===== src/hw/rtl/tmp_pkg.sv =====
package tmp_pkg;

  localparam int WORD_W = 32;
  localparam int WIDE_W = 64;
  localparam int CLK_W  = 27;
  localparam int DIV_CNT_W = 6;   // log2(WIDE_W)
  localparam int SQ_CNT_W  = 5;   // log2(WIDE_W / 2)

  localparam logic [CLK_W-1:0] STEP_CLK_RESET = 27'd1000000;

  typedef enum logic [1:0] {
    KIND_CRUISE = 2'd0,
    KIND_PEAK   = 2'd1,
    KIND_ACCEL  = 2'd2,
    KIND_DECEL  = 2'd3
  } kind_t;

  typedef enum logic [4:0] {
    S_IDLE,
    S_SQ,
    S_HS,
    S_ROOM,
    S_CLASS,
    S_DIV_AD,
    S_DIV_DD,
    S_SQRT,
    S_TOP,
    S_MUP,
    S_DUP,
    S_MMID,
    S_DMID,
    S_MDN,
    S_DDN,
    S_SUM,
    S_EMIT
  } state_t;

  // one planned move, speeds already clamped to the wanted speed
  typedef struct packed {
    logic [WORD_W-1:0] move_distance;
    logic [WORD_W-1:0] accel_rate;
    logic [WORD_W-1:0] wanted_speed;
    logic [WORD_W-1:0] entry_speed;
    logic [WORD_W-1:0] exit_speed;
  } move_t;

  typedef struct packed {
    logic              start;
    logic [WIDE_W-1:0] num;
    logic [WIDE_W-1:0] den;
  } div_req_t;

  typedef struct packed {
    logic              done;
    logic [WIDE_W-1:0] quot;
  } div_rsp_t;

  function automatic logic [WORD_W-1:0] sat32(input logic [WIDE_W-1:0] v);
    sat32 = (v[WIDE_W-1:WORD_W] != '0) ? '1 : v[WORD_W-1:0];
  endfunction

endpackage


===== src/hw/rtl/tmp_div.sv =====
module tmp_div import tmp_pkg::*; (
  input  logic     clk,
  input  logic     rst,
  input  div_req_t req,
  output div_rsp_t rsp
);

  logic                 busy;
  logic                 done;
  logic [DIV_CNT_W-1:0] cnt;
  logic [WIDE_W-1:0]    num;
  logic [WIDE_W-1:0]    den;
  logic [WIDE_W-1:0]    rem;
  logic [WIDE_W-1:0]    quot;
  logic [WIDE_W:0]      rem_sh;
  logic [WIDE_W:0]      rem_sub;
  logic                 fits;

  // restoring divide, one quotient bit a cycle
  always_comb begin
    rem_sh  = {rem, num[WIDE_W-1]};
    rem_sub = rem_sh - {1'b0, den};
    fits    = (rem_sh >= {1'b0, den});
  end

  always_ff @(posedge clk) begin
    if (rst) begin
      busy <= 1'b0;
      done <= 1'b0;
      cnt  <= '0;
    end else begin
      done <= busy && (cnt == DIV_CNT_W'(WIDE_W - 1));
      if (req.start) begin
        busy <= 1'b1;
        cnt  <= '0;
      end else if (busy) begin
        cnt <= cnt + 1'b1;
        if (cnt == DIV_CNT_W'(WIDE_W - 1)) begin
          busy <= 1'b0;
        end
      end
    end
  end

  always_ff @(posedge clk) begin
    if (req.start) begin
      num  <= req.num;
      den  <= req.den;
      rem  <= '0;
      quot <= '0;
    end else if (busy) begin
      num  <= num << 1;
      rem  <= fits ? rem_sub[WIDE_W-1:0] : rem_sh[WIDE_W-1:0];
      quot <= {quot[WIDE_W-2:0], fits};
    end
  end

  assign rsp.done = done;
  assign rsp.quot = quot;

endmodule


===== config.mk =====
export PLATFORM = sky130hd
export DESIGN_NAME = tmp_div
export DESIGN_NICKNAME = d
export VERILOG_FILES = /design/src/hw/rtl/tmp_pkg.sv /design/src/hw/rtl/tmp_div.sv
export SDC_FILE = /design/constraint.sdc
export NUM_CORES = 1
export LEC_CHECK = 0
export BUFFER_PORTS_ARGS = -buffer_cell sky130_fd_sc_hd__clkbuf_2
export CORE_MARGIN = 3
export CORE_UTILIZATION = 53
export CTS_CLUSTER_SIZE = 20
export DETAILED_ROUTE_END_ITERATION = 6
export GPL_TIMING_DRIVEN = 1
export PLACE_DENSITY = 0.78
export SLEW_MARGIN = 20
export SYNTH_ARGS = -nofsm -noshare
export SYNTH_HDL_FRONTEND = slang
export SYNTH_SLANG_ARGS = --single-unit

===== constraint.sdc =====
create_clock -name clk -period 3.05 [get_ports clk]
set_clock_uncertainty 0.15 [all_clocks]
set_input_delay 0.4575 -clock clk [delete_from_list [all_inputs] [get_ports clk]]
set_output_delay 0.4575 -clock clk [all_outputs]
set_load 0.05 [all_outputs]

# Word-level counts from Yosys, hierarchy flattened

Cells that the tools add are included.

Bits in registers: 264
Latch bits: 0
RAM bits: 0
Memory bits (read-only): 0
Input port bits: 131
Logic and storage cells: 20
Memories kept: 0

$add $sub $neg: 2
$mul: 0
Div/mod/pow operators: 0
Magnitude comparators: 1
Eq/ne operators: 1
Shift-type cells: 0
Mux-type cells: 6
Bitwise logic cells: 0
Reductions and logical operators: 3

Operators by type and width:

| kind                  | count |
|---|---|
| $mux W64              | 3 |
| $ge A65 B64 Y1        | 1 |
| $sub A64 B64 Y64      | 1 |
| $add A6 B1 Y6 const B | 1 |
| $eq A6 B6 Y1 const B  | 1 |
| $mux W1               | 3 |
| $reduce_bool A2 Y1    | 1 |
| $reduce_or A2 Y1      | 1 |
| $logic_and A1 B1 Y1   | 1 |

# Logic depth before layout (Yosys ltp)

Word-level depth: 4
Gate-level depth with buffers: 16
Depth with buffers taken out: 13

# Least setup slack after synthesis

Ideal clock, no wire load.

Kind: register to register
Start point: reg num[63]
End point: reg rem[60]
Library setup time: 0.120 ns
Arrival time: 2.855 ns
Required time: 2.780 ns
Slack: -0.075 ns
Cell stages (with the launch flop): 14
Buffers on the path: 0
Period minus slack after synthesis: 3.125 ns
Cells stage by stage: edfxtp_1 > inv_1 > ha_1 > fa_1 > nor2b_1 > o31a_1 > o21ai_1 > o211ai_1 > o31ai_1 > a21oi_1 > a31o_2 > a221oi_1 > o211a_1 > o31a_1

Longest elaborated chain between the ends: 2
Elaborated cells between the ends (all ways): 3
Classes of those cells: add/sub (1); order compare (1); mux (1)

Ends and longest elaborated chain:

| item                                               | line                         | source |
|---|---|---|
| start: declaration                                 | tmp_div.sv:11                | `logic [WIDE_W-1:0] num;` |
| start signal: assignment                           | tmp_div.sv:47                | `num <= req.num;` |
| start signal: assignment                           | tmp_div.sv:52                | `num <= num << 1;` |
| $sub A64 B64 Y64 or $ge A65 B64 Y1 (tied branches) | tmp_div.sv:22, tmp_div.sv:23 |  |
| $mux W64 (*)                                       | tmp_div.sv:53                | `rem <= fits ? rem_sub[WIDE_W-1:0] : rem_sh[WIDE_W-1:0];` |
| end signal: assignment                             | tmp_div.sv:53                |  |
| end: declaration                                   | tmp_div.sv:13                | `logic [WIDE_W-1:0] rem;` |

Mark *: on every way between the ends. The rest lies on a longest branch, timed or not.
A chain may end at the register's enable or synchronous reset.

# Worst setup path in the final report

Start point: reg den[58]
End point: reg rem[17]

Longest elaborated chain between the ends: 2

Ends and longest elaborated chain:

| item                     | line          | source |
|---|---|---|
| start: declaration       | tmp_div.sv:12 | `logic [WIDE_W-1:0] den;` |
| start signal: assignment | tmp_div.sv:48 | `den <= req.den;` |
| $ge A65 B64 Y1           | tmp_div.sv:23 | `fits = (rem_sh >= {1'b0, den});` |
| $mux W64                 | tmp_div.sv:53 |  |

No other way between the ends.

==> flow_summary.toml <==
[sta]
hold_viol_final = 0
fin_crit_sh = 1.11
setup_viol_count_final = 64
hold_ws_ps = 32.3
setup_ws_ps = -336
rsz0062_at_grt = "yes"
slew_headroom = 0.317
setup_tns_ps = -11920
period_minus_slack_ps = 3390
worstMarginPinSlew_ps = 1020
slew_violations = 0
timing.fmax_ghz = 0.295

[worst_setup_path]
cp_data_required_time_ps = 3340
slowest_stage = "nor4_1"
startpoint_type = "flop"
cp_cell_sequence = "inv_2, ha_4, buf_4, and3_1, nand2_1, buf_4, nor4_1, and3_2, a21o_4, buf_12, buf_12, buf_16, nand2_4, o211ai_1, a21oi_1"
worst-setup-path-type = "reg2reg"
endpoint_kind = "flop"
critPathMaxStageDelay_ps = 550
cp.arrival_ps = 3670
cp_max_fo = 8

[cells_and_area]
stdcell_area_sq_um = 19800
finalCoreUtilization = 0.775
layout_commonest_cell = "buf_4"
final_layout_size_suffix_gt1_frac = 0.395
area.growth.synth_to_final_pct = 41.6
nets = 2018
layout_common_cells = "buf_4 (207), clkbuf_2 (195), nor2_1 (150)"
n_fill_cell = 1550
fin_cells = 2176

[yosys]
yosys-top-cells-area = "edfxtp_1 (27%), dfxtp_1 (19%), mux2i_1 (6.7%)"
synth_edf_count = 128
yosys.area_share.simple = 0.111
synth_top_area_share = 0.275
syn_area_sq_um = 14000
yosysWarnings = 0
synthesis.nets = 1574
synth_top_area_cell = "edfxtp_1"
ys.flop_type = "dfxtp_1"
synth_adder_area_share = 0.0596
synthXorXnorAreaFrac = 0.0370
syn_area_per_cell_sq_um = 10.2
synth_top_family_by_area = "compound AO/OA/AOI/OAI gates"
synth_compound_area_frac = 0.154
synthMuxAreaShare = 0.118
synthCells = 1377
ys_ff_latch = 264
synth_seq_area_share = 0.470
synth_cell_types = 75
postSynth.asyncResetShare = 0

[clock_network]
cts_tree = "built"
cts_buffer_depth = 3
clock_latency_ps = 580
clkTransAtPathRegs_ps = 60
cts_buffers = 29
h-tree-depth = 1
cts.sinks = 264
root_buffer = "clkbuf_16"

[placed_design]
hpwl_um = 25200
place_inst = 2011
placed_area_sq_um = 16500
pre_cts_ws_ps = -335
place_congestion = 0.925
io_buffers = 195

[floorplan]
die-area_sq_um = 28400
rows = 58
ios = 196
die-height_um = 168
initial_utilization = 0.547
core_sq_um = 25500
die_w_um = 168

[routing]
antenna_left = 0
first_pass_iters = 6
first_iter_violations = 989
vias = 12600
drc_errors = 0
viasPerCell = 5.80
wl_per_cell_um = 18.9
routed_wl_um = 41200

[power]
power_frac_seq = 0.382
clock_power_share = 0.342
power_density_nw_per_um2 = 544
peakVddDrop_mv = 0.527
power_mw = 10.8
leakagePower_nw = 8.51
p_comb_frac = 0.276
p_int_mw = 7.67
switchingPower_mw = 3.10
switching_share = 0.288

[grt]
antenna_found_initial = 3
grt_pass1_wl_um = 62800
grt_pass1_vias = 12700
grt_max_degree = 95
grt_overflow = 0
grt_usage = 0.266

[outcome]
violations = "negative setup slack"
run_status = "finished with violations"

[job]
cap_violations = 0

[worst_hold_path]
worstHoldPathType = "in2reg"
-- path summary, 6_finish.rpt --
check,from,slack (ps),endpoint,cells past startpoint
min reg2reg,cnt[5],350,cnt[5],2
min,req[79],30,num[15],2
max reg2reg,den[58],-340,rem[17],15
max,den[58],-340,rem[17],15
-- logic make-up after synthesis --
group | after synthesis
adder cells (fa/ha/maj) | 66
XOR/XNOR | 59
multiplexers | 157
AND/OR/NAND/NOR | 352
AO/OA/AOI/OAI | 320
flip-flops | 264
buffers and inverters | 159
-- synthesized netlist by cell type (3+ instances only) --
cell type / number
nor4_1: 8
and2_1: 3
buf_12: 3
nand2b_1: 8
o221ai_1: 3
xor2_1: 20
ha_1: 65
o21ai_2: 3
buf_1: 7
nor3_1: 11
xnor2_1: 39
or3_1: 4
buf_6: 3
nand3_1: 15
edfxtp_1: 128
mux2_2: 64
clkbuf_1: 57
nand2_1: 91
a31oi_1: 7
inv_1: 78
o21bai_1: 9
and3_1: 9
buf_4: 4
mux2i_1: 93
a22oi_1: 5
nor2b_1: 9
o21ai_1: 10
nor3b_1: 3
a21boi_0: 4
a21oi_1: 84
nor2_1: 160
buf_2: 4
o21a_1: 12
nand4_1: 24
a21o_1: 31
o211ai_1: 10
o31ai_1: 5
o21ai_0: 51
dfxtp_1: 136
a221oi_1: 4
a211oi_1: 44
or2_2: 4
-- registers in the layout (all words and copies together) (netlist names) --
register and cells:
cnt 6, busy 1, rem 64, done 1, quot 64, num 64
den 64
-- per-layer routing --
layer	GRT usage	part of all wire	routed length [um]
met1	0.332	0.39	16000
met2	0.453	0.47	19500
met3	0.0744	0.094	3860
met4	0.0808	0.043	1760
met5	0	0.00022	9
-- final cells by class --
type | count | area, sq um | area share
Antenna cell | 2 | 5.00 | 0.000253
Clock buffer | 46 | 903 | 0.0456
Clock inverter | 8 | 119 | 0.00600
Inverter | 79 | 297 | 0.0150
Multi-Input combinational cell | 954 | 7810 | 0.395
Sequential cell | 264 | 6570 | 0.332
Tap cell | 330 | 413 | 0.0209
Timing Repair Buffer | 493 | 3680 | 0.186
-- critical path, delay by kind of cell, from the launching register on --
family | cells | cell delay [ps]
AOI/OAI and AO/OA | 3 | 420
buffers and inverters | 6 | 800
and+or+nand+nor | 5 | 1310
adders and majority gates | 1 | 250
DFF | 1 | 340
-- power groups by stage --
stage | logic (mW) | registers, mW | clock network, mW
after detailed placement | 2.20 | 4.16 | 0
final | 2.98 | 4.11 | 3.68
after global routing | 3.18 | 4.14 | 3.88
after CTS | 2.64 | 4.10 | 3.74
after floorplan | 1.40 | 4.14 | 0
after global placement | 2.15 | 4.15 | 0
-- repair_timing --
action	CTS	global route
pin swaps	63	90
gates resized for setup	121	126
setup buffers	30	16
cloned	7	1
setup endpoints to repair	65	65
hold buffers	65	0
hold endpoints to repair	66	0
Note: power is estimated with default switching activity, not from simulation.
