--- src/hw/rtl/tmp_pkg.sv ---
package tmp_pkg;

  localparam int WORD_W = 32;
  localparam int WIDE_W = 64;
  localparam int CLK_W  = 27;
  localparam int DIV_CNT_W = 6;   // log2(WIDE_W)
  localparam int SQ_CNT_W  = 5;   // log2(WIDE_W / 2)

  localparam logic [CLK_W-1:0] STEP_CLK_RESET = 27'd1000000;

  typedef enum logic [1:0] {
    KIND_CRUISE = 2'd0,
    KIND_PEAK   = 2'd1,
    KIND_ACCEL  = 2'd2,
    KIND_DECEL  = 2'd3
  } kind_t;

  typedef enum logic [4:0] {
    S_IDLE,
    S_SQ,
    S_HS,
    S_ROOM,
    S_CLASS,
    S_DIV_AD,
    S_DIV_DD,
    S_SQRT,
    S_TOP,
    S_MUP,
    S_DUP,
    S_MMID,
    S_DMID,
    S_MDN,
    S_DDN,
    S_SUM,
    S_EMIT
  } state_t;

  // one planned move, speeds already clamped to the wanted speed
  typedef struct packed {
    logic [WORD_W-1:0] move_distance;
    logic [WORD_W-1:0] accel_rate;
    logic [WORD_W-1:0] wanted_speed;
    logic [WORD_W-1:0] entry_speed;
    logic [WORD_W-1:0] exit_speed;
  } move_t;

  typedef struct packed {
    logic              start;
    logic [WIDE_W-1:0] num;
    logic [WIDE_W-1:0] den;
  } div_req_t;

  typedef struct packed {
    logic              done;
    logic [WIDE_W-1:0] quot;
  } div_rsp_t;

  function automatic logic [WORD_W-1:0] sat32(input logic [WIDE_W-1:0] v);
    sat32 = (v[WIDE_W-1:WORD_W] != '0) ? '1 : v[WORD_W-1:0];
  endfunction

endpackage

--- src/hw/rtl/tmp_if.sv ---
interface tmp_move_if;
  logic        valid;
  logic        ready;
  logic [31:0] move_distance;
  logic [31:0] accel_rate;
  logic [31:0] wanted_speed;
  logic [31:0] entry_speed;
  logic [31:0] exit_speed;

  modport source(output valid, move_distance, accel_rate, wanted_speed, entry_speed,
                 exit_speed, input ready);
  modport sink(input valid, move_distance, accel_rate, wanted_speed, entry_speed,
               exit_speed, output ready);
endinterface


--- src/hw/rtl/tmp_front.sv ---
module tmp_front import tmp_pkg::*; #(
  parameter int QDEPTH = 2
) (
  input  logic       clk,
  input  logic       rst,
  tmp_move_if.sink   move,
  output logic       q_valid,
  output move_t      q_item,
  input  logic       q_pop
);

  localparam int PW = (QDEPTH > 1) ? $clog2(QDEPTH) : 1;
  localparam int CW = $clog2(QDEPTH + 1);

  move_t          mem [QDEPTH];
  logic [PW-1:0]  wr_ptr;
  logic [PW-1:0]  rd_ptr;
  logic [CW-1:0]  count;
  logic           push;
  move_t          item;

  // clamp entry / exit to the wanted speed on the way in
  always_comb begin
    item.move_distance = move.move_distance;
    item.accel_rate    = move.accel_rate;
    item.wanted_speed  = move.wanted_speed;
    item.entry_speed   = (move.entry_speed > move.wanted_speed) ? move.wanted_speed
                                                                : move.entry_speed;
    item.exit_speed    = (move.exit_speed > move.wanted_speed) ? move.wanted_speed
                                                               : move.exit_speed;
  end

  assign move.ready = (count != CW'(QDEPTH));
  assign push       = move.valid && move.ready;
  assign q_valid    = (count != '0);
  assign q_item     = mem[rd_ptr];

  always_ff @(posedge clk) begin
    if (push) begin
      mem[wr_ptr] <= item;
    end
  end

  always_ff @(posedge clk) begin
    if (rst) begin
      wr_ptr <= '0;
      rd_ptr <= '0;
      count  <= '0;
    end else begin
      if (push) begin
        wr_ptr <= (wr_ptr == PW'(QDEPTH - 1)) ? '0 : wr_ptr + 1'b1;
      end
      if (q_pop) begin
        rd_ptr <= (rd_ptr == PW'(QDEPTH - 1)) ? '0 : rd_ptr + 1'b1;
      end
      if (push && !q_pop) begin
        count <= count + 1'b1;
      end else if (!push && q_pop) begin
        count <= count - 1'b1;
      end
    end
  end

endmodule

--- src/flat_wrapper.sv ---
// flat-port wrapper written by rule: the top's interface ports become plain ports
module tmp_front_flat import tmp_pkg::*;
#(
  parameter int QDEPTH = 2
)
  (clk, rst, q_valid, q_item, q_pop, move_valid, move_move_distance, move_accel_rate, move_wanted_speed, move_entry_speed, move_exit_speed, move_ready);
  tmp_move_if move_i ();
  input  logic clk;
  input  logic rst;
  output logic q_valid;
  output move_t q_item;
  input  logic q_pop;
  input wire logic [$bits(move_i.valid)-1:0] move_valid;
  input wire logic [$bits(move_i.move_distance)-1:0] move_move_distance;
  input wire logic [$bits(move_i.accel_rate)-1:0] move_accel_rate;
  input wire logic [$bits(move_i.wanted_speed)-1:0] move_wanted_speed;
  input wire logic [$bits(move_i.entry_speed)-1:0] move_entry_speed;
  input wire logic [$bits(move_i.exit_speed)-1:0] move_exit_speed;
  output wire logic [$bits(move_i.ready)-1:0] move_ready;
  assign move_i.valid = move_valid;
  assign move_i.move_distance = move_move_distance;
  assign move_i.accel_rate = move_accel_rate;
  assign move_i.wanted_speed = move_wanted_speed;
  assign move_i.entry_speed = move_entry_speed;
  assign move_i.exit_speed = move_exit_speed;
  assign move_ready = move_i.ready;
  tmp_front #(.QDEPTH(QDEPTH)) u_core (.clk(clk), .rst(rst), .move(move_i), .q_valid(q_valid), .q_item(q_item), .q_pop(q_pop));
endmodule
--- config.mk ---
export PLATFORM = sky130hd
export DESIGN_NAME = tmp_front_flat
export DESIGN_NICKNAME = d
export VERILOG_FILES = /design/src/hw/rtl/tmp_pkg.sv /design/src/hw/rtl/tmp_if.sv /design/src/hw/rtl/tmp_front.sv /design/src/flat_wrapper.sv
export SDC_FILE = /design/constraint.sdc
export NUM_CORES = 1
export LEC_CHECK = 0
export ABC_AREA = 0
export BUFFER_PORTS_ARGS = -buffer_cell sky130_fd_sc_hd__buf_4
export CAP_MARGIN = 20
export CORE_MARGIN = 2
export CORE_UTILIZATION = 40
export DETAILED_ROUTE_END_ITERATION = 8
export GPL_TIMING_DRIVEN = 1
export PLACE_DENSITY = 0.72
export SLEW_MARGIN = 20
export SYNTH_ARGS = -nofsm -noshare
export SYNTH_HDL_FRONTEND = slang
export SYNTH_SLANG_ARGS = --single-unit
--- constraint.sdc ---
create_clock -name clk -period 27.6 [get_ports clk]
set_input_delay 4.14 -clock clk [delete_from_list [all_inputs] [get_ports clk]]
set_output_delay 4.14 -clock clk [all_outputs]
set_load 0.02 [all_outputs]
==> After elaboration in Yosys (flattened, before gate mapping) <==
Memory sizes are Yosys's and may differ from the RTL's. A register that Yosys moved wholly into a read port is not among the register bits.
Cells that the tools add are included.
{ "word_totals": {"reg_bits": 4, "ramBits": 320, "out_inout_bits": 162, "mem_count": 1} }
{ "mem_list": {"columns": ["memory", "depth", "width", "rd", "rd_ports_with_merged_regs", "write_ports", "line", "source"], "rows": [
  ["u_core.mem", 2, 160, 1, 1, 1, "tmp_front.sv:15", "move_t mem [QDEPTH];"]
]} }
{ "classes": {"n_addsub": 4, "magnitude_cmp": 2, "eq_ne": 1, "mux": 10, "reduce_logical": 7} }
{ "ops": {"columns": ["operator", "n"], "rows": [
  ["> comparator 32 bit", 2],
  ["2-to-1 mux 32 bit", 2],
  ["2-to-1 mux 1 bit", 6],
  ["2-to-1 mux 2 bit", 2],
  ["nonzero test 2 bit", 2],
  ["logical AND 1 bit", 3],
  ["adder 1 bit, second input constant", 2],
  ["adder 2 x 1 -> 2 bit, second input constant", 1],
  ["logical NOT 1 bit", 2],
  ["inequality test 2 bit, second input constant", 1],
  ["subtractor 2 x 1 -> 2 bit, second input constant", 1]
]} }

==> Logic depth before layout (Yosys ltp) <==
{ "logic_depth": {"word_depth": 6, "mapped_depth": 9, "mapped_depth_nobuf": 8} }

==> Least setup slack after synthesis <==
No wires, ideal clock.
{ "synth_path": {"path_type": "in2reg", "start": "input move_valid", "end": "memory u_core.mem[0][0] (netlist bit), enable pin", "setup_ns": 0.682, "arrival_time_ns": 10.874, "required_ns": 26.918, "slack_ns": 16.044, "stages": 2, "path_buffers": 0, "path_cell_list": "nand2_1 nor2_1"} }
{ "synth_via": {"elab_chain_cells": 3} }
{ "synth_lines": {"columns": ["item", "line", "source"], "rows": [
  ["start, declared", "flat_wrapper.sv:13", "input wire logic [$bits(move_i.valid)-1:0] move_valid;"],
  ["logical AND 1 bit", "tmp_front.sv:34", "assign push = move.valid && move.ready;"],
  ["2-to-1 mux 1 bit", "tmp_front.sv:39", "if (push) begin"],
  ["2-to-1 mux 1 bit (implied by the code)", "tmp_front.sv:40", "mem[wr_ptr] <= item;"],
  ["end, declared", "tmp_front.sv:15", null]
]} }
Every way passes these cells.

==> impl_metrics.tcl <==
set metrics [dict create \
    viasPerCell 5.013 \
    root_buffer "clkbuf_16" \
    reg2reg_slack_ns 24.98 \
    p_per_area_nw_per_um2 74.07 \
    grt_start_max_net_pins 71 \
    worstPathMaxFanout 17 \
    syn_inst 790 \
    drt_first_pass_iters 4 \
    port_buffers 325 \
    drtIter0Drc 334 \
    path_buf_inv 3 \
    cp-end-kind "flip-flop" \
    cts_setup_buffers 0 \
    core-area_sq_um 34630 \
    hpwl_um 22190 \
    synthesis.nets 1019 \
    htreeDepth 2 \
    num_vias 8091 \
    syn_area_sq_um 14100 \
    crit_chain "buf_4 > inv_1 > ha_1 > nand4_1 > nor3_1 > a21boi_0 > nor4_1 > a2bb2oi_4 > buf_4 > mux2_2" \
    pre_cts_ws_ns 19.88 \
    cellInternalPower_mw 0.9826 \
    worstSetupStartpointType "primary input" \
    ys_ff_latch 325 \
    p_sw_share_pct 26.67 \
    syn_area_per_cell_sq_um 17.85 \
    numCtsBuffers 35 \
    synthArstFlopShare_pct 0 \
    multi_input_comb_area_sq_um 4158 \
    pwr-share-seq_pct 47.1 \
    clockBufferDepth 3 \
    io_pins 326 \
    grt_pass1_wl_um 46730 \
    grt_pass1_vias 8322 \
    placed_area_sq_um 17080 \
    grt_overflow_total 0 \
    rsz0062_at_grt "no" \
    crit_arrival_ns 7.38 \
    slowest_stage "a2bb2oi_4" \
    min_period_ns 7.108 \
    yosysWarningCount 0 \
    wl_per_cell_um 19.83 \
    use_met1_pct 20.32 \
    die_w_um 191.8 \
    drive_gt1_share_pct 52.33 \
    p_clk_share_pct 31.4 \
    clk_latency_ns 0.52 \
    design_area_sq_um 18090 \
    synth_seq_area_share_pct 68.85 \
    gp_congestion 0.8145 \
    cp.required_ns 27.87 \
    cpPeakStageDelay_ns 0.70 \
    design.die.area_sq_um 36770 \
    leakagePower_nw 7.020 \
    power_switching_mw 0.3574 \
    synthFlopType "edfxtp_1" \
    clock_skew_ns 0.01219 \
    cts_tree "built" \
    numClockSinks 325 \
    path_common_cell "buf_4" \
    finalHoldViolCount 0 \
    cts_resized 0 \
    utilization_pct 52.24 \
    rows 68 \
    seqCellArea_sq_um 9713 \
    start_util_pct 40.72 \
    finalSetupViolCount 0 \
    grt.total_usage_pct 16.67 \
    grt.met2_usage_pct 27.65 \
    use_met3_pct 4.988 \
    yosysUniqueCellTypes 36 \
    area_growth_pct 28.28 \
    min_path_type "reg -> reg" \
    clk_pin_slew_ns 0.06 \
    fmax_mhz 140.7 \
    drv_cap 0 \
    synth_edf_count 320 \
    slew_violations 0 \
    slew_headroom_pct 32.75 \
    comb_power_share_pct 21.5 \
    grt_busiest_layer "met2" \
    ant_nets 0 \
    wirelength_um 32010 \
    path_class "in -> reg" \
    status "finished, final reports clean" \
    fillCellCount 2807 \
    worst-slew-pin-transition_ns 1.009 \
    antenna_found_initial 1 \
    max-vdd-ir-drop_uv 50.26 \
    cp_top_family "simple AND/OR/NAND/NOR gates" \
    post-route-period-util_pct 25.75 \
    die_y_um 191.8 \
    drc 0 \
    num-nets-final 1365 \
    fin_ws_ns 20.49 \
    setup_tns_ns 0 \
    hold_buffers 0 \
]
## worst reg2reg max path: stages (launching register included)
cell	delay, ns
dfxtp_1	0.39
nand2b_1	0.17
nand2_1	0.14
nor2_4	0.58
buf_4	0.86
## area by class of cell
cell class	instances	share of cell area [%]
Antenna cell	1	0.01383
Multi-Input combinational cell	405	22.98
Clock buffer	45	5.166
Timing Repair Buffer	333	13.82
Inverter	36	0.7469
Tap cell	455	3.147
Sequential cell	325	53.69
Clock inverter	14	0.4357
## through the flow
stage / total power, mW / hold WS, ns / instances
CTS: 1.360 / 0.5114 / 1613
floorplan: 0.8194 / 0.4608 / 790
finish: 1.340 / 0.5085 / 1614
detailed placement: 0.9342 / 0.5033 / 1554
global placement: 0.9288 / 0.4760 / 1554
global route: 1.396 / 0.5283 / 1613
## layer usage
layer  wire [um]  vias up
met5           0        -
met4        1147        0
met3        2691       60
met2       15210      273
met1       12960     3969
li1            -     3789
## power by group through the flow
| stage | sequential, mW | combinational [mW] | clock, mW |
|---|---|---|---|
| 2_1_floorplan | 0.648 | 0.172 | 0 |
| 3_3_place_gp | 0.639 | 0.290 | 0 |
| 3_5_place_dp | 0.642 | 0.292 | 0 |
| 4_1_cts | 0.632 | 0.294 | 0.434 |
| 5_1_grt | 0.637 | 0.309 | 0.451 |
| 6_report | 0.631 | 0.288 | 0.420 |
## registers in the layout, summed over array words and instances (netlist names), named ones only
signal,count
u_core.count,2
u_core.mem,320
u_core.rd_ptr,1
u_core.wr_ptr,1
## cell families after synthesis
group / Yosys count / synth area share, %
DFF: 325 / 68.85
muxes: 224 / 18.69
adders and majority gates: 65 / 5.767
buffers and inverters: 60 / 1.916
AOI/OAI and AO/OA: 58 / 2.467
and+or+nand+nor: 54 / 2.067
xor gates and xnor gates: 4 / 0.2485
## synthesized netlist by cell type, types with 2 or more instances
cell	number	area [sq um]
mux2_2	192	2162
nor2_1	5	18.77
nand4_1	15	93.84
nand2_1	12	45.04
nand3_1	5	25.02
and3_1	2	12.51
dfxtp_1	5	100.1
buf_6	6	67.56
clkbuf_1	17	63.81
ha_1	65	813.3
edfxtp_1	320	9609
nor3_1	3	15.01
mux2_1	2	22.52
xor2_1	3	26.28
o21ai_0	12	60.06
nor2b_1	2	12.51
nand2b_1	2	12.51
a2bb2oi_2	2	30.03
a211oi_1	2	15.01
a21o_1	4	30.03
nor4_1	4	25.02
a21oi_1	32	160.2
mux2_4	30	450.4
inv_1	36	135.1
## final timing paths
check / cells after the start / end / start
worst max-delay path: 10 / u_core.mem[0][31] / move_wanted_speed[13]
worst min-delay path: 2 / u_core.count[1] / u_core.count[1]
worst max register to register: 4 / u_core.mem[0][87] / u_core.count[0]
worst min register to register: 2 / u_core.count[1] / u_core.count[1]
## layout by cell type, fill, tap and decap left out, types with 2 or more instances in the layout
cell type  synthesis  routed
inv_1             36      36
clkinv_1           0       8
a211oi_1           2       2
clkbuf_16          0      36
clkinv_2           0       3
dfxtp_1            5       4
nand3_1            5       5
xor2_1             3       3
nor4_1             4       4
nor2b_1            2       2
mux2_4            30      30
edfxtp_1         320     320
nand2b_1           2       2
buf_4              0     333
nor2_1             5       4
nor3_1             3       3
clkbuf_1          17       9
nand2_1           12      12
mux2_1             2       2
mux2_2           192     192
a2bb2oi_4          0       2
a21o_1             4       4
a21oi_1           32      32
nand4_1           15      15
ha_1              65      65
o21ai_0           12      12
Note: power is estimated with default switching activity, not from simulation.
